<file path="src/hdl/rhc_pkg.sv">
`timescale 1ns / 1ps
// Shared types, constants and the divider step for the RGB to HSV classifier.
// Used by rhc_front, rhc_cell and the top level; depends on nothing.
package rhc_pkg;

   localparam int CH_W = 8;
   localparam int HUE_FRAC_BITS = 6;
   localparam int HUE_W = 15;
   localparam int NUM_W = 17;
   localparam int HUE_Q_W = 9 + HUE_FRAC_BITS;
   localparam int CELLS = (HUE_Q_W > HUE_W) ? HUE_Q_W : HUE_W;
   localparam int DIV_W = CELLS + CH_W;

   localparam int SAT_W = 8;
   localparam int LIM_W = 9;
   localparam int CLASS_W = 4;
   localparam int CSR_IDX_W = 2;
   localparam int CSR_DATA_W = 9;

   localparam int REQ_DATA_W = 24;
   localparam int RSP_BITS = HUE_W + SAT_W + CH_W + CLASS_W;
   localparam int RSP_DATA_W = ((RSP_BITS + 7) / 8) * 8;

   localparam logic [SAT_W-1:0] SAT_LIMIT_RESET = 8'd51;
   localparam logic [LIM_W-1:0] DARK_LIMIT_RESET = 9'd77;
   localparam logic [LIM_W-1:0] BRIGHT_LIMIT_RESET = 9'd179;

   typedef enum logic [CLASS_W-1:0] {
      CLASS_BLACK   = 4'd0,
      CLASS_WHITE   = 4'd1,
      CLASS_GRAY    = 4'd2,
      CLASS_RED     = 4'd3,
      CLASS_ORANGE  = 4'd4,
      CLASS_YELLOW  = 4'd5,
      CLASS_GREEN   = 4'd6,
      CLASS_CYAN    = 4'd7,
      CLASS_BLUE    = 4'd8,
      CLASS_MAGENTA = 4'd9
   } class_type;

   typedef enum logic [CSR_IDX_W-1:0] {
      CSR_SAT_LIMIT    = 2'd0,
      CSR_DARK_LIMIT   = 2'd1,
      CSR_BRIGHT_LIMIT = 2'd2
   } csr_index_type;

   typedef struct packed {
      logic [SAT_W-1:0] sat_limit;
      logic [LIM_W-1:0] dark_limit;
      logic [LIM_W-1:0] bright_limit;
   } cfg_type;

   typedef struct packed {
      logic [CH_W-1:0]  rem;
      logic [CH_W-1:0]  div;
      logic [CELLS-1:0] acc;
   } lane_type;

   typedef struct packed {
      lane_type        hue;
      lane_type        sat;
      logic [CH_W-1:0] brightness;
      class_type       color_class;
   } cell_data_type;

   // One restoring division step: the next dividend bit leaves the top of acc,
   // and the quotient bit enters at its bottom.
   function automatic lane_type div_step(input lane_type lane);
      lane_type      res;
      logic [CH_W:0] trial;
      logic          ge;
      trial = {lane.rem, lane.acc[CELLS-1]};
      ge = (lane.div != '0) && (trial >= {1'b0, lane.div});
      res.div = lane.div;
      res.rem = ge ? CH_W'(trial - {1'b0, lane.div}) : trial[CH_W-1:0];
      res.acc = {lane.acc[CELLS-2:0], ge};
      return res;
   endfunction

endpackage

</file>
<file path="src/hdl/rhc_front.sv">
`timescale 1ns / 1ps
// Input stage: max, min, hue numerator, class decision and divider setup.
// Depends on rhc_pkg.
module rhc_front (
   input  logic                      clock,
   input  logic                      reset,
   input  logic                      in_valid,
   output logic                      in_ready,
   input  logic [rhc_pkg::CH_W-1:0]  red,
   input  logic [rhc_pkg::CH_W-1:0]  green,
   input  logic [rhc_pkg::CH_W-1:0]  blue,
   input  rhc_pkg::cfg_type          cfg,
   output logic                      out_valid,
   input  logic                      out_ready,
   output rhc_pkg::cell_data_type    out_data
);
   import rhc_pkg::*;

   logic                  valid_ff;
   cell_data_type         data_ff;
   cell_data_type         data_in;
   logic [CH_W-1:0]       mx;
   logic [CH_W-1:0]       mn;
   logic [CH_W-1:0]       delta;
   logic [NUM_W-1:0]      d17;
   logic [NUM_W-1:0]      num;
   logic [2*CH_W-1:0]     sat_num;
   logic [2*CH_W-1:0]     lim_prod;
   logic                  achrom;
   class_type             cls;
   logic [DIV_W-1:0]      hue_dvd;
   logic [DIV_W-1:0]      sat_dvd;

   always_comb begin
      mx = red;
      if (green > mx) mx = green;
      if (blue > mx) mx = blue;
      mn = red;
      if (green < mn) mn = green;
      if (blue < mn) mn = blue;
      delta = mx - mn;
      d17 = NUM_W'(delta);

      if (mx == red) begin
         if (green >= blue) begin
            num = NUM_W'(green - blue) * NUM_W'(60);
         end else begin
            num = d17 * NUM_W'(360) - NUM_W'(blue - green) * NUM_W'(60);
         end
      end else if (mx == green) begin
         num = d17 * NUM_W'(120) + NUM_W'(blue) * NUM_W'(60) - NUM_W'(red) * NUM_W'(60);
      end else begin
         num = d17 * NUM_W'(240) + NUM_W'(red) * NUM_W'(60) - NUM_W'(green) * NUM_W'(60);
      end
      if (delta == '0) num = '0;

      sat_num = {delta, {CH_W{1'b0}}} - (2*CH_W)'(delta);
      lim_prod = (2*CH_W)'(cfg.sat_limit) * (2*CH_W)'(mx);
      if (mx == '0) begin
         achrom = cfg.sat_limit != '0;
      end else begin
         achrom = sat_num < lim_prod;
      end

      if (achrom) begin
         if (LIM_W'(mx) < cfg.dark_limit) cls = CLASS_BLACK;
         else if (LIM_W'(mx) >= cfg.bright_limit) cls = CLASS_WHITE;
         else cls = CLASS_GRAY;
      end else if (num < d17 * NUM_W'(30) || num >= d17 * NUM_W'(330)) begin
         cls = CLASS_RED;
      end else if (num < d17 * NUM_W'(60)) begin
         cls = CLASS_ORANGE;
      end else if (num < d17 * NUM_W'(90)) begin
         cls = CLASS_YELLOW;
      end else if (num < d17 * NUM_W'(150)) begin
         cls = CLASS_GREEN;
      end else if (num < d17 * NUM_W'(210)) begin
         cls = CLASS_CYAN;
      end else if (num < d17 * NUM_W'(270)) begin
         cls = CLASS_BLUE;
      end else begin
         cls = CLASS_MAGENTA;
      end

      // The quotient fits in CELLS bits, so the part above them is below the divisor.
      hue_dvd = DIV_W'(num) << HUE_FRAC_BITS;
      sat_dvd = DIV_W'(sat_num);

      data_in.hue.rem = hue_dvd[DIV_W-1 -: CH_W];
      data_in.hue.div = delta;
      data_in.hue.acc = hue_dvd[CELLS-1:0];
      data_in.sat.rem = sat_dvd[DIV_W-1 -: CH_W];
      data_in.sat.div = mx;
      data_in.sat.acc = sat_dvd[CELLS-1:0];
      data_in.brightness = mx;
      data_in.color_class = cls;
   end

   assign in_ready = !valid_ff || out_ready;
   assign out_valid = valid_ff;
   assign out_data = data_ff;

   always_ff @(posedge clock) begin
      if (reset) begin
         valid_ff <= 1'b0;
      end else if (in_ready) begin
         valid_ff <= in_valid;
      end
   end

   always_ff @(posedge clock) begin
      if (in_ready && in_valid) begin
         data_ff <= data_in;
      end
   end

endmodule

</file>
<file path="src/hdl/rhc_cell.sv">
`timescale 1ns / 1ps
// One cell of the divider chain: a quotient bit of hue and of saturation per beat.
// Depends on rhc_pkg.
module rhc_cell (
   input  logic                   clock,
   input  logic                   reset,
   input  logic                   in_valid,
   output logic                   in_ready,
   input  rhc_pkg::cell_data_type in_data,
   output logic                   out_valid,
   input  logic                   out_ready,
   output rhc_pkg::cell_data_type out_data
);
   import rhc_pkg::*;

   logic          valid_ff;
   cell_data_type data_ff;
   cell_data_type data_in;

   always_comb begin
      data_in = in_data;
      data_in.hue = div_step(in_data.hue);
      data_in.sat = div_step(in_data.sat);
   end

   assign in_ready = !valid_ff || out_ready;
   assign out_valid = valid_ff;
   assign out_data = data_ff;

   always_ff @(posedge clock) begin
      if (reset) begin
         valid_ff <= 1'b0;
      end else if (in_ready) begin
         valid_ff <= in_valid;
      end
   end

   always_ff @(posedge clock) begin
      if (in_ready && in_valid) begin
         data_ff <= data_in;
      end
   end

endmodule

</file>
<file path="src/hdl/rgb_to_hsv_color_classifier.sv">
`timescale 1ns / 1ps
// Top level of the RGB to HSV converter and color classifier.
// Depends on rhc_pkg, rhc_front and rhc_cell.
//
// One pixel is accepted per clock while the output takes results, and every
// pixel gives one result beat. One input stage finds max, min, the hue
// numerator and the class, then a chain of CELLS identical cells performs
// both divisions, one quotient bit per cell. Each stage holds its beat when
// the next one is full, so bubbles close up and new pixels keep entering
// while a result waits at the output, until every stage is full. The user must write
// thresholds through the csr port only while no pixel is in flight; the block does not enforce it.
module rgb_to_hsv_color_classifier (
   input  logic                                clock,
   input  logic                                reset,
   input  logic                                req_tvalid,
   output logic                                req_tready,
   // red [7:0], green [15:8], blue [23:16]
   input  logic [rhc_pkg::REQ_DATA_W-1:0]      req_tdata,
   output logic                                rsp_tvalid,
   input  logic                                rsp_tready,
   // hue_fixed [14:0], saturation [22:15], brightness [30:23],
   // color_class [34:31], zeros above
   output logic [rhc_pkg::RSP_DATA_W-1:0]      rsp_tdata,
   input  logic                                csr_we,
   input  logic [rhc_pkg::CSR_IDX_W-1:0]       csr_addr,
   input  logic [rhc_pkg::CSR_DATA_W-1:0]      csr_wdata
);
   import rhc_pkg::*;

   logic [SAT_W-1:0] sat_limit_ff;
   logic [LIM_W-1:0] dark_limit_ff;
   logic [LIM_W-1:0] bright_limit_ff;
   cfg_type          cfg;

   logic             stage_valid [CELLS+1];
   logic             stage_ready [CELLS+1];
   cell_data_type    stage_data  [CELLS+1];

   cell_data_type    last;
   logic [HUE_W-1:0] rsp_hue;
   logic [SAT_W-1:0] rsp_sat;
   logic [CH_W-1:0]  rsp_bright;
   class_type        rsp_class;

   always_ff @(posedge clock) begin
      if (reset) begin
         sat_limit_ff <= SAT_LIMIT_RESET;
         dark_limit_ff <= DARK_LIMIT_RESET;
         bright_limit_ff <= BRIGHT_LIMIT_RESET;
      end else if (csr_we) begin
         unique case (csr_addr)
            CSR_SAT_LIMIT:    sat_limit_ff <= csr_wdata[SAT_W-1:0];
            CSR_DARK_LIMIT:   dark_limit_ff <= csr_wdata[LIM_W-1:0];
            CSR_BRIGHT_LIMIT: bright_limit_ff <= csr_wdata[LIM_W-1:0];
            default: begin
            end
         endcase
      end
   end

   assign cfg.sat_limit = sat_limit_ff;
   assign cfg.dark_limit = dark_limit_ff;
   assign cfg.bright_limit = bright_limit_ff;

   rhc_front u_front (
      .clock     (clock),
      .reset     (reset),
      .in_valid  (req_tvalid),
      .in_ready  (req_tready),
      .red       (req_tdata[7:0]),
      .green     (req_tdata[15:8]),
      .blue      (req_tdata[23:16]),
      .cfg       (cfg),
      .out_valid (stage_valid[0]),
      .out_ready (stage_ready[0]),
      .out_data  (stage_data[0])
   );

   for (genvar i = 0; i < CELLS; i++) begin : g_cell
      rhc_cell u_cell (
         .clock     (clock),
         .reset     (reset),
         .in_valid  (stage_valid[i]),
         .in_ready  (stage_ready[i]),
         .in_data   (stage_data[i]),
         .out_valid (stage_valid[i+1]),
         .out_ready (stage_ready[i+1]),
         .out_data  (stage_data[i+1])
      );
   end

   assign stage_ready[CELLS] = rsp_tready;
   assign rsp_tvalid = stage_valid[CELLS];
   assign last = stage_data[CELLS];

   assign rsp_hue = last.hue.acc[HUE_W-1:0];
   assign rsp_sat = last.sat.acc[SAT_W-1:0];
   assign rsp_bright = last.brightness;
   assign rsp_class = last.color_class;
   assign rsp_tdata = RSP_DATA_W'({rsp_class, rsp_bright, rsp_sat, rsp_hue});

   a_ready_when_empty: assert property (@(posedge clock) disable iff (reset)
      !rsp_tvalid |-> req_tready)
      else $error("input stalled although the output stage is empty");

   a_black_sat: assert property (@(posedge clock) disable iff (reset)
      rsp_tvalid && rsp_bright == '0 |-> rsp_sat == '0)
      else $error("nonzero saturation for a black pixel");

   a_gray_hue: assert property (@(posedge clock) disable iff (reset)
      rsp_tvalid && rsp_sat == '0 |-> rsp_hue == '0)
      else $error("nonzero hue for a pixel without saturation");

   a_black_dark: assert property (@(posedge clock) disable iff (reset)
      rsp_tvalid && rsp_class == CLASS_BLACK |-> LIM_W'(rsp_bright) < dark_limit_ff)
      else $error("black class above the dark limit");

endmodule

</file>
<file path="config.mk">
export PLATFORM = sky130hd
export DESIGN_NAME = rgb_to_hsv_color_classifier
export DESIGN_NICKNAME = d
export VERILOG_FILES = /design/src/hdl/rhc_pkg.sv /design/src/hdl/rhc_front.sv /design/src/hdl/rhc_cell.sv /design/src/hdl/rgb_to_hsv_color_classifier.sv
export SDC_FILE = /design/constraint.sdc
export NUM_CORES = 2
export LEC_CHECK = 0
export BUFFER_PORTS_ARGS = -buffer_cell sky130_fd_sc_hd__buf_4
export CAP_MARGIN = 20
export CORE_MARGIN = 2
export CORE_UTILIZATION = 59
export DETAILED_ROUTE_END_ITERATION = 7
export GPL_TIMING_DRIVEN = 0
export PLACE_DENSITY = 0.74
export SLEW_MARGIN = 40
export SYNTH_ARGS = -nofsm -noshare
export SYNTH_HDL_FRONTEND = slang
export SYNTH_SLANG_ARGS = --single-unit
export TNS_END_PERCENT = 30
</file>
<file path="constraint.sdc">
create_clock -name clock -period 26.5 [get_ports clock]
set_clock_uncertainty 0.15 [all_clocks]
set_input_delay 5.3 -clock clock [delete_from_list [all_inputs] [get_ports clock]]
set_output_delay 5.3 -clock clock [all_outputs]
set_load 0.05 [all_outputs]
</file>
==> out/metrics.yaml <==
worst_setup_path:
  cp_max_fo: 19
  rrSetupSlack_ps: 19020
  crit_path_max_incr_delay_ps: 660
  cpMostUsedCell: "ha_1"
  cp_slowest_cell: "nor2_2"
  end_kind: "flip-flop"
  worstSetupPathType: "primary input to flip-flop"
  r2r-end: "u_front.out_data[0]$_DFFE_PP_"
  start_kind: "primary input"
  r2r_cells: 29
  timing.rr.start: "sat_limit_ff[1]$_SDFFE_PP1P_"
  required_ps: 26690
  arrival_ps: 20620
hold_path:
  hp-class: "flip-flop to flip-flop"
  min_from: "g_cell[0].u_cell.out_data[25]$_DFFE_PP_"
  hold_end: "g_cell[1].u_cell.out_data[26]$_DFFE_PP_"
  min_path_cells: 0
clock_tree:
  clock-sinks: 876
  cts_tree: "built"
  hold_buffers: 0
  cts_made_buffers: 85
  clock_latency_ps: 640
  postCtsSetupBuffers: 0
  cts_root_buf: "clkbuf_16"
  cts_htree_levels: 3
  cts_buffer_depth: 3
  clk_pin_slew_worst_paths_ps: 60
  ctsResizeCount: 0
synthesis:
  synth_flop_cell: "edfxtp_1"
  synth_area_mm2: 0.0570
  ys_seq_elements: 876
  yosys_warnings: 0
  async_reset_ff_share_pct: 0
  synth_cells: 4987
  synth-seq-area-share_pct: 45.5
  avgSynthCellArea_um2: 11.4
  synth_cell_types: 100
  synth_edf_count: 834
die:
  coreArea_mm2: 0.0953
  dieArea_mm2: 0.0990
  die_h_um: 315
  initial_utilization_pct: 59.8
  ios: 82
  num_rows: 113
  dieWidth_um: 315
placement:
  io_buffers: 75
  placed_cell_area_mm2: 0.0603
  hpwl_mm: 93.9
  post-place-ws_ps: 5570
  gp_congestion: 0.951
grt:
  grt_pass1_wl_mm: 195
  grt_max_degree: 23
  grt_use_total_pct: 24.8
  grt_pass1_vias: 37702
  antenna_found_initial: 0
  overflow: 0
sta:
  hold_violations: 0
  worst_slack_ps: 6060
  rsz0062_at_grt: "false"
  fin_setup_tns_ps: 0
  setup_viol: 0
  relSlewSlack_pct: 40.5
  fin_crit_sh_pct: 77.1
  worst_pin_slew_ps: 890
  fmax_mhz: 48.9
  slew_violations: 0
  fin_hold_ws_ps: 238
  period_minus_slack_ps: 20440
flow_run:
  drv_cap: 0
route:
  vias: 37343
  drc: 0
  wl_mm: 121
  drtIter0Drc: 2467
  vias_per_cell: 5.71
  antenna_left: 0
  dr.pass1.iters: 5
  wl_per_cell_um: 18.4
finish:
  fin_nets: 6138
  final_area_mm2: 0.0630
  final_cell_mix: "834 x edfxtp_1, 700 x ha_1, 679 x inv_1"
  post_route_cells_drive_above_1_share_pct: 7.68
  area_delta_synth_final_pct: 10.7
  fillers: 7043
  final_common_cell: "edfxtp_1"
  multiInputGateArea_mm2: 0.0286
  seqCellArea_mm2: 0.0259
status:
  status: "completed"
[synthesized netlist by cell type (9+ instances only)]
library cell,number,area (um^2)
a21oi_1,262,1310
mux2_2,50,563
and3_1,11,68.8
nand2b_1,74,463
nor4_1,52,325
nand2_1,307,1150
a21o_1,199,1490
a2111oi_0,23,201
a211o_1,16,140
xor2_1,120,1050
o31ai_1,9,67.6
nand4_1,57,357
o21a_1,22,165
nor2b_1,86,538
inv_1,680,2550
xnor2_1,247,2160
o21bai_1,58,435
fa_1,191,3820
ha_1,700,8760
nor2_1,198,743
a31oi_1,15,93.8
clkbuf_1,59,221
mux2i_1,16,160
a41o_1,23,230
a21boi_0,10,75.1
a211oi_1,30,225
nor3_1,40,200
and2_1,33,206
dfxtp_1,42,841
nand3_1,45,225
o211ai_1,15,113
edfxtp_1,834,25000
o21ai_0,309,1550
[worst max-delay path by stage]
| stage | from | endpoint | slack [ps] |
|---|---|---|---|
| 2_1_floorplan | req_tdata[1] | u_front.out_data[0]$_DFFE_PP_ | 9320 |
| 3_3_place_gp | req_tdata[8] | u_front.out_data[0]$_DFFE_PP_ | 4230 |
| 3_5_place_dp | req_tdata[8] | u_front.out_data[0]$_DFFE_PP_ | 5570 |
| 4_1_cts | req_tdata[8] | u_front.out_data[0]$_DFFE_PP_ | 6160 |
| 5_1_grt | req_tdata[8] | u_front.out_data[0]$_DFFE_PP_ | 5390 |
| 6_report | req_tdata[8] | u_front.out_data[0]$_DFFE_PP_ | 6060 |
[critical path, delay by kind of cell]
family                   cells  cell delay (ps)
adder cells (fa/ha/maj)      9             3320
AND/OR/NAND/NOR             22             4240
AO/OA/AOI/OAI               17             5080
XOR/XNOR                     1              450
buffers and inverters        8             2170
[kinds of logic after synthesis]
kind of cell | after synthesis | share of synthesized area (%)
buf+inv | 758 | 5.06
fa+ha+maj | 898 | 22.2
other cells | 1 | 0.00658
compound gates | 1070 | 12.1
xor+xnor | 369 | 5.70
flops | 876 | 45.5
simple gates | 947 | 8.14
mux | 68 | 1.33
[layout make-up]
cell class,instances,share of cell area (%)
Multi-Input combinational cell,3357,45.3
Sequential cell,876,41.1
Inverter,681,4.05
Clock buffer,110,3.66
Tap cell,1265,2.51
Timing Repair Buffer,129,2.23
Clock inverter,44,0.659
Buffer,77,0.530
Antenna cell,1,0.00397
[flip-flops by register name (all words and copies together) (netlist names)]
register and flops:
u_front.out_data 50, sat_limit_ff 8, g_cell.u_cell.out_valid 15, bright_limit_ff 9
u_front.out_valid 1, g_cell.u_cell.out_data 784, dark_limit_ff 9
[metal layers]
layer / global-route usage (%) / routed length [um]
met1: 31.2 / 49900
met4: 10.3 / 4970
met3: 2.60 / 5400
met2: 43.8 / 60400
met5: 0 / 0
[stage by stage]
stage / std cells / util [%]
6_report: 6540 / 66.2
3_5_place_dp: 6385 / 63.3
2_1_floorplan: 4991 / -
4_1_cts: 6539 / 66.1
5_1_grt: 6539 / 66.2
3_3_place_gp: 6331 / 62.0
Power is not shown: default switching activity piles up to over one toggle a cycle in this logic, so the estimate is an artifact.
